`config.mk`:
```
export PLATFORM = sky130hd
export DESIGN_NAME = tea_block_cipher_ecb_cbc_core
export DESIGN_NICKNAME = d
export VERILOG_FILES = /design/src/hdl/tea_pkg.sv /design/src/hdl/tea_block_cipher_ecb_cbc_core.sv /design/src/hdl/tea_front.sv /design/src/hdl/tea_engine.sv
export SDC_FILE = /design/constraint.sdc
export NUM_CORES = 2
export LEC_CHECK = 0
export BUFFER_PORTS_ARGS = -buffer_cell sky130_fd_sc_hd__clkbuf_2
export CELL_PAD_IN_SITES_DETAIL_PLACEMENT = 1
export CELL_PAD_IN_SITES_GLOBAL_PLACEMENT = 2
export CORE_MARGIN = 2
export CORE_UTILIZATION = 25
export CTS_CLUSTER_SIZE = 16
export DETAILED_ROUTE_END_ITERATION = 12
export PLACE_DENSITY_LB_ADDON = 0.1
export SLEW_MARGIN = 10
export SYNTH_ARGS = -nofsm -noshare
export SYNTH_HDL_FRONTEND = slang
export SYNTH_SLANG_ARGS = --single-unit
```
`constraint.sdc`:
```
create_clock -name clk -period 23.7 [get_ports clk]
set_input_delay 5.925 -clock clk [delete_from_list [all_inputs] [get_ports clk]]
set_output_delay 5.925 -clock clk [all_outputs]
set_load 0.01 [all_outputs]
```
`src/hdl/tea_pkg.sv`:
```
// shared types, constants and round function of the tea cipher core
package tea_pkg;

	localparam logic [31:0] TEA_DELTA   = 32'h9e3779b9;
	localparam int          TEA_ROUNDS  = 32;
	localparam int          TEA_QDEPTH  = 2;

	localparam int CFG_IDX_W  = 3;
	localparam int CFG_DATA_W = 64;

	localparam logic [CFG_IDX_W-1:0] REG_KEY0      = 3'd0;
	localparam logic [CFG_IDX_W-1:0] REG_KEY1      = 3'd1;
	localparam logic [CFG_IDX_W-1:0] REG_KEY2      = 3'd2;
	localparam logic [CFG_IDX_W-1:0] REG_KEY3      = 3'd3;
	localparam logic [CFG_IDX_W-1:0] REG_INIT_VEC  = 3'd4;
	localparam logic [CFG_IDX_W-1:0] REG_CHAIN_MOD = 3'd5;
	localparam logic [CFG_IDX_W-1:0] REG_DIRECTION = 3'd6;

	typedef struct packed {
		logic        restart_chain;
		logic [31:0] text_high;
		logic [31:0] text_low;
	} in_item_t;

	typedef struct packed {
		logic [31:0] result_high;
		logic [31:0] result_low;
	} out_item_t;

	typedef struct packed {
		logic [31:0] key_word0;
		logic [31:0] key_word1;
		logic [31:0] key_word2;
		logic [31:0] key_word3;
		logic [63:0] init_vector;
		logic        chain_mode;
		logic        direction;
	} cfg_t;

	// head of the queue between front and engine
	typedef struct packed {
		logic     valid;
		in_item_t entry;
	} q_head_t;

	function automatic logic [31:0] tea_mix(input logic [31:0] x, input logic [31:0] s,
		input logic [31:0] ka, input logic [31:0] kb);
		logic [31:0] a;
		logic [31:0] b;
		logic [31:0] c;
		a = x + s;
		b = (x << 4) + ka;
		c = (x >> 5) + kb;
		return a ^ b ^ c;
	endfunction

endpackage

```
`src/hdl/tea_block_cipher_ecb_cbc_core.sv`:
```
// top level of the tea block cipher core, ecb and cbc
//
//  channel | direction | handshake          | payload
//  --------+-----------+--------------------+--------------------------------
//  blk     | in        | blk_valid/blk_ready | text_low, text_high, restart_chain
//  res     | out       | res_valid/res_ready | result_low, result_high
//  cfg     | in        | cfg_we              | cfg_index, cfg_wdata
//
// each item runs ROUNDS tea cycles in the round engine, one tea cycle per clock;
// the last one waits for a free output register; items follow back to back, queued
// in front of the engine, and a finished item sits in the output register
// reset clears the config registers, the chaining value, the queue and the engine
// a stalled output holds the engine in its last round; the queue keeps taking
// items until its QUEUE_DEPTH entries are full
module tea_block_cipher_ecb_cbc_core import tea_pkg::*; #(
	parameter int ROUNDS      = TEA_ROUNDS,
	parameter int QUEUE_DEPTH = TEA_QDEPTH
) (
	input  logic                  clk,
	input  logic                  arst_n,
	input  logic                  blk_valid,
	output logic                  blk_ready,
	input  in_item_t              blk_data,
	output logic                  res_valid,
	input  logic                  res_ready,
	output out_item_t             res_data,
	input  logic                  cfg_we,
	input  logic [CFG_IDX_W-1:0]  cfg_index,
	input  logic [CFG_DATA_W-1:0] cfg_wdata
);

	cfg_t    cfg_q;
	q_head_t head;
	logic    pop;

	// config registers, writes outside the register list are dropped
	always_ff @(posedge clk or negedge arst_n) begin
		if (!arst_n) begin
			cfg_q <= '0;
		end else if (cfg_we) begin
			case (cfg_index)
				REG_KEY0:      cfg_q.key_word0   <= cfg_wdata[31:0];
				REG_KEY1:      cfg_q.key_word1   <= cfg_wdata[31:0];
				REG_KEY2:      cfg_q.key_word2   <= cfg_wdata[31:0];
				REG_KEY3:      cfg_q.key_word3   <= cfg_wdata[31:0];
				REG_INIT_VEC:  cfg_q.init_vector <= cfg_wdata;
				REG_CHAIN_MOD: cfg_q.chain_mode  <= cfg_wdata[0];
				REG_DIRECTION: cfg_q.direction   <= cfg_wdata[0];
				default:       cfg_q             <= cfg_q;
			endcase
		end
	end

	// front: takes items, drops restart in ecb, queues them
	tea_front #(
		.QUEUE_DEPTH(QUEUE_DEPTH)
	) u_front (
		.clk      (clk),
		.arst_n   (arst_n),
		.cfg      (cfg_q),
		.blk_valid(blk_valid),
		.blk_ready(blk_ready),
		.blk_data (blk_data),
		.head     (head),
		.pop      (pop)
	);

	// back: runs the rounds, keeps the chaining value, holds the result
	tea_engine #(
		.ROUNDS(ROUNDS)
	) u_engine (
		.clk      (clk),
		.arst_n   (arst_n),
		.cfg      (cfg_q),
		.head     (head),
		.pop      (pop),
		.res_valid(res_valid),
		.res_ready(res_ready),
		.res_data (res_data)
	);

endmodule

```
`src/hdl/tea_front.sv`:
```
// input side: takes items, tags them and queues them for the engine
module tea_front import tea_pkg::*; #(
	parameter int QUEUE_DEPTH = TEA_QDEPTH
) (
	input  logic     clk,
	input  logic     arst_n,
	input  cfg_t     cfg,
	input  logic     blk_valid,
	output logic     blk_ready,
	input  in_item_t blk_data,
	output q_head_t  head,
	input  logic     pop
);

	localparam int PTR_W = (QUEUE_DEPTH > 1) ? $clog2(QUEUE_DEPTH) : 1;
	localparam int CNT_W = $clog2(QUEUE_DEPTH + 1);
	localparam logic [PTR_W-1:0] PTR_LAST = PTR_W'(QUEUE_DEPTH - 1);
	localparam logic [CNT_W-1:0] CNT_FULL = CNT_W'(QUEUE_DEPTH);

	in_item_t         mem_q [QUEUE_DEPTH];
	logic [PTR_W-1:0] wr_ptr_q;
	logic [PTR_W-1:0] rd_ptr_q;
	logic [CNT_W-1:0] count_q;
	logic             push;
	in_item_t         marked_item;

	assign blk_ready = (count_q != CNT_FULL);
	assign push      = blk_valid && blk_ready;

	// restart only means something when chaining
	always_comb begin
		marked_item               = blk_data;
		marked_item.restart_chain = blk_data.restart_chain & cfg.chain_mode;
	end

	assign head.valid = (count_q != '0);
	assign head.entry = mem_q[rd_ptr_q];

	always_ff @(posedge clk) begin
		if (push) begin
			mem_q[wr_ptr_q] <= marked_item;
		end
	end

	always_ff @(posedge clk or negedge arst_n) begin
		if (!arst_n) begin
			wr_ptr_q <= '0;
			rd_ptr_q <= '0;
			count_q  <= '0;
		end else begin
			if (push) begin
				wr_ptr_q <= (wr_ptr_q == PTR_LAST) ? '0 : wr_ptr_q + 1'b1;
			end
			if (pop) begin
				rd_ptr_q <= (rd_ptr_q == PTR_LAST) ? '0 : rd_ptr_q + 1'b1;
			end
			case ({push, pop})
				2'b10:   count_q <= count_q + 1'b1;
				2'b01:   count_q <= count_q - 1'b1;
				default: count_q <= count_q;
			endcase
		end
	end

endmodule

```
`src/hdl/tea_engine.sv`:
```
// back side: iterative tea rounds, cbc chaining and output register
module tea_engine import tea_pkg::*; #(
	parameter int ROUNDS = TEA_ROUNDS
) (
	input  logic      clk,
	input  logic      arst_n,
	input  cfg_t      cfg,
	input  q_head_t   head,
	output logic      pop,
	output logic      res_valid,
	input  logic      res_ready,
	output out_item_t res_data
);

	localparam int CNT_W = (ROUNDS > 1) ? $clog2(ROUNDS) : 1;
	localparam logic [CNT_W-1:0] CNT_LAST = CNT_W'(ROUNDS - 1);
	localparam logic [63:0] SUM_DEC_W = 64'(TEA_DELTA) * 64'(ROUNDS);
	localparam logic [31:0] SUM_DEC   = SUM_DEC_W[31:0];

	logic             busy_q;
	logic [CNT_W-1:0] cnt_q;
	logic [31:0]      v0_q;
	logic [31:0]      v1_q;
	logic [31:0]      sum_q;
	logic [63:0]      cv_q;
	logic [63:0]      chain_q;
	logic             res_valid_q;
	out_item_t        res_data_q;

	logic [31:0] e0, e1, d0, d1, r0, r1;
	logic        cbc, dec, out_free, fin, step;
	logic [63:0] blk_out, chain_fwd, cv_start, text, start_v;

	assign cbc = cfg.chain_mode;
	assign dec = cfg.direction;

	// one full cycle (two half-rounds) per clock, the last one held while the output is stalled
	always_comb begin
		e0 = v0_q + tea_mix(v1_q, sum_q, cfg.key_word0, cfg.key_word1);
		e1 = v1_q + tea_mix(e0, sum_q, cfg.key_word2, cfg.key_word3);
		d1 = v1_q - tea_mix(v0_q, sum_q, cfg.key_word2, cfg.key_word3);
		d0 = v0_q - tea_mix(d1, sum_q, cfg.key_word0, cfg.key_word1);
		r0 = dec ? d0 : e0;
		r1 = dec ? d1 : e1;
	end

	assign out_free = !res_valid_q || res_ready;
	assign fin      = busy_q && (cnt_q == CNT_LAST) && out_free;
	assign step     = busy_q && (cnt_q != CNT_LAST);
	assign pop      = head.valid && (!busy_q || fin);

	assign blk_out  = {r1, r0} ^ ((cbc && dec) ? cv_q : 64'd0);

	// forward a just-finished ciphertext to a block starting in the same cycle
	assign chain_fwd = (fin && cbc && !dec) ? {r1, r0} : chain_q;
	assign cv_start  = head.entry.restart_chain ? cfg.init_vector : chain_fwd;
	assign text      = {head.entry.text_high, head.entry.text_low};
	assign start_v   = (cbc && !dec) ? (text ^ cv_start) : text;

	always_ff @(posedge clk) begin
		if (pop) begin
			v0_q  <= start_v[31:0];
			v1_q  <= start_v[63:32];
			sum_q <= dec ? SUM_DEC : TEA_DELTA;
			cv_q  <= cv_start;
		end else if (step) begin
			v0_q  <= r0;
			v1_q  <= r1;
			sum_q <= dec ? (sum_q - TEA_DELTA) : (sum_q + TEA_DELTA);
		end
		if (fin) begin
			res_data_q.result_low  <= blk_out[31:0];
			res_data_q.result_high <= blk_out[63:32];
		end
	end

	always_ff @(posedge clk or negedge arst_n) begin
		if (!arst_n) begin
			busy_q      <= 1'b0;
			cnt_q       <= '0;
			chain_q     <= '0;
			res_valid_q <= 1'b0;
		end else begin
			if (pop) begin
				busy_q <= 1'b1;
				cnt_q  <= '0;
			end else if (fin) begin
				busy_q <= 1'b0;
			end else if (step) begin
				cnt_q <= cnt_q + 1'b1;
			end

			if (pop && cbc && dec) begin
				chain_q <= text;
			end else if (fin && cbc && !dec) begin
				chain_q <= {r1, r0};
			end

			if (fin) begin
				res_valid_q <= 1'b1;
			end else if (res_ready) begin
				res_valid_q <= 1'b0;
			end
		end
	end

	assign res_valid = res_valid_q;
	assign res_data  = res_data_q;

endmodule

```
==> metrics <==
DRT iter0 DRCs=3226; unrepaired setup endpoints after global routing=false; Root Buffer Master=clkbuf_16; met2 WL post-DR=103 mm; cts hold-fix bufs=0; uppermost layer routed=met5; Die Y=455 um; status=finished clean; Final setup viols=0; WL final=245 mm; Die Area=207000 sq um; DRC=0; Max Cap Viol=0; syn nets=5841; M1 wire length=121 mm; largest net degree at the start of global routing=105; worst clock skew=0.0295 ns; Core Rows=165; clock latency on the worst-skew pair=0.75 ns; met3 WL=16.2 mm; worst path arrival time=12.93 ns; total CTS buffers=84; Synth Cell Area=50900 sq um; first-pass GRT wire length=341 mm; Post-synth EDFFs=354; setup bufs post-CTS=0; TNS Setup=0 ns; Final #Nets=6116; post-synthesis sequential area ratio=0.341; Hold Violations, Final=0; gr usage total=0.231; max frequency=80.4 MHz; initial antenna violation count=45; critical path's slowest cell=xnor2_1; Post-Syn Instances=5168; Vias=42100; Worst-path clk slew=0.07 ns; worst-margin pin slew=1.27 ns; Layout area overhead=15.9%; clk sink count=623; post-DR wirelength/cell=29.9 um; TritonRoute pass-1 iters=5; Cell variety after synth=78; ys flop type=edfxtp_1; Worst Path Max Fanout=5; family with the most delay on the worst path=compound AO/OA/AOI/OAI gates; RD Place Congestion=0.868; H-tree lvl count=3; Vias/cell=5.13; Antenna Nets Post-Route=0; post-synthesis register bit count=623; port bufs=202; critical path launch point type=flop; Async SR Flop Fraction=0.432; Post-CTS Resized=0; final period utilization=0.525; initial core utilization=0.252; crit path time final=12.44 ns; Post-Syn Area per Cell=9.86 sq um; number of global-route vias before repair=43800; Slew headroom=0.129; CTS tree=built; Setup crit end kind=flop; dpl hpwl=196 mm; Max stage delay on crit path=1.00 ns; Core Area=202000 sq um; Die W=455 um; layout cells sized above 1=0.132; Slew Limit Fails=0; Worst Path Class, Setup=reg2reg; Worst Hold Class=reg2reg; I/O Pins=203; GRT Residual Overflow=0; Worst EP required=24.20 ns; CTS Buffer Depth=3; Worst Path Buf+Inv=0; yosys warns=0
[final timing paths]
kind	from	to	slack, ns	cells past startpoint
min	cfg_q[22]	cfg_q[22]	0.51	1
min reg2reg	cfg_q[22]	cfg_q[22]	0.51	1
max	u_engine.v1_q[7]	u_engine.v1_q[31]	11.26	41
max in group asynchronous	arst_n	cfg_q[106]	16.97	2
min in group asynchronous	arst_n	cfg_q[35]	5.16	1
max reg2reg	u_engine.v1_q[7]	u_engine.v1_q[31]	11.26	41
[layer usage]
layer / vias up / global-route usage
met3: 204 / 0.0436
met5: - / 0
met4: 4 / 0.0506
li1: 19500 / -
met1: 21300 / 0.344
met2: 1036 / 0.343
[cell usage after synthesis (10+ instances only)]
cell type,instances,area share
a211oi_1,55,0.0081
a21boi_0,23,0.0034
a21o_1,236,0.035
a21oi_1,430,0.042
a31o_2,14,0.0024
a31oi_1,38,0.0047
a41o_1,10,0.0020
and2_1,24,0.0029
and3_1,53,0.0065
and4_1,15,0.0026
buf_1,16,0.0012
clkbuf_1,111,0.0082
dfrtp_1,269,0.13
edfxtp_1,354,0.21
fa_1,17,0.0067
ha_1,519,0.13
inv_1,136,0.010
mux2_2,204,0.045
mux2i_1,201,0.039
nand2_1,410,0.030
nand2b_1,48,0.0059
nand3_1,75,0.0074
nand3b_1,10,0.0015
nand4_1,23,0.0028
nor2_1,262,0.019
nor2b_1,51,0.0063
nor3_1,84,0.0083
nor4_1,15,0.0018
o211ai_1,23,0.0034
o21a_1,58,0.0085
o21ai_0,278,0.027
o21bai_1,56,0.0083
o31ai_1,21,0.0031
or2_2,11,0.0014
or3_1,30,0.0037
xnor2_1,636,0.11
xnor3_1,10,0.0044
xor2_1,192,0.033
[registers in the layout (all words and copies together), names as in the netlist]
name,cells
u_front.rd_ptr_q,1
u_engine.v0_q,32
u_engine.cnt_q,5
u_front.count_q,2
u_front.mem_q,130
u_front.wr_ptr_q,1
u_engine.chain_q,64
cfg_q,194
u_engine.busy_q,1
u_engine.v1_q,32
u_engine.res_data,64
u_engine.res_valid,1
u_engine.cv_q,64
u_engine.sum_q,32
[logic make-up (layout without fill, tap and decap cells)]
logic type,count (synthesis),in the layout,share of synthesized area
buf+inv,265,612,0.0196
simple gates,1133,1133,0.104
compound gates,1368,1368,0.170
xor+xnor,838,838,0.147
mux,405,405,0.0846
flops,623,623,0.341
other cells,0,11,0
fa+ha+maj,536,536,0.134
[cell usage in the layout (no fill, tap or decap), types with 13 or more instances in the layout]
| cell | instances |
|---|---|
| dfrtp_1 | 267 |
| clkinv_2 | 14 |
| and4_1 | 15 |
| o21bai_1 | 56 |
| nand3_1 | 75 |
| a211oi_1 | 55 |
| inv_1 | 133 |
| clkbuf_16 | 86 |
| and3_1 | 52 |
| buf_4 | 110 |
| a31o_2 | 14 |
| a21o_1 | 236 |
| ha_1 | 519 |
| nor2_1 | 258 |
| a21boi_0 | 23 |
| o21a_1 | 58 |
| nand2b_1 | 48 |
| and2_1 | 24 |
| a21oi_1 | 430 |
| o31ai_1 | 21 |
| mux2i_1 | 200 |
| nor2b_1 | 51 |
| edfxtp_1 | 354 |
| o21ai_0 | 277 |
| fa_1 | 17 |
| clkbuf_1 | 17 |
| nor4_1 | 15 |
| nor3_1 | 81 |
| clkbuf_2 | 201 |
| or3_1 | 30 |
| xnor2_1 | 623 |
| a31oi_1 | 38 |
| mux2_2 | 203 |
| o211ai_1 | 23 |
| nand4_1 | 23 |
| xor2_1 | 186 |
| xnor2_2 | 13 |
| nand2_1 | 409 |
[stage by stage]
stage / std cells / setup slack, ns / util / hold WS [ns] / cell area (sq um)
after detailed placement: 8029 / 11.27 / 0.277 / 0.496 / 56000
after CTS: 8187 / 11.18 / 0.292 / 0.512 / 59000
after global placement: 8027 / 11.01 / 0.277 / 0.490 / 56000
after global routing: 8188 / 10.67 / 0.292 / 0.525 / 59000
after floorplan: 5168 / 13.87 / - / 0.461 / 50900
final: 8198 / 11.26 / 0.292 / 0.508 / 59000
[area by class of cell]
class,instances,area [sq um]
clock buffer,114,2370
tap,2672,3340
timing repair buffer,317,1920
antenna,11,27.5
fill,23000,143000
inverter,137,526
sequential,623,17400
multi-input combinational,4280,32800
clock inverter,44,646
Power is not shown: default switching activity piles up to over one toggle a cycle in this logic, so the estimate is an artifact.
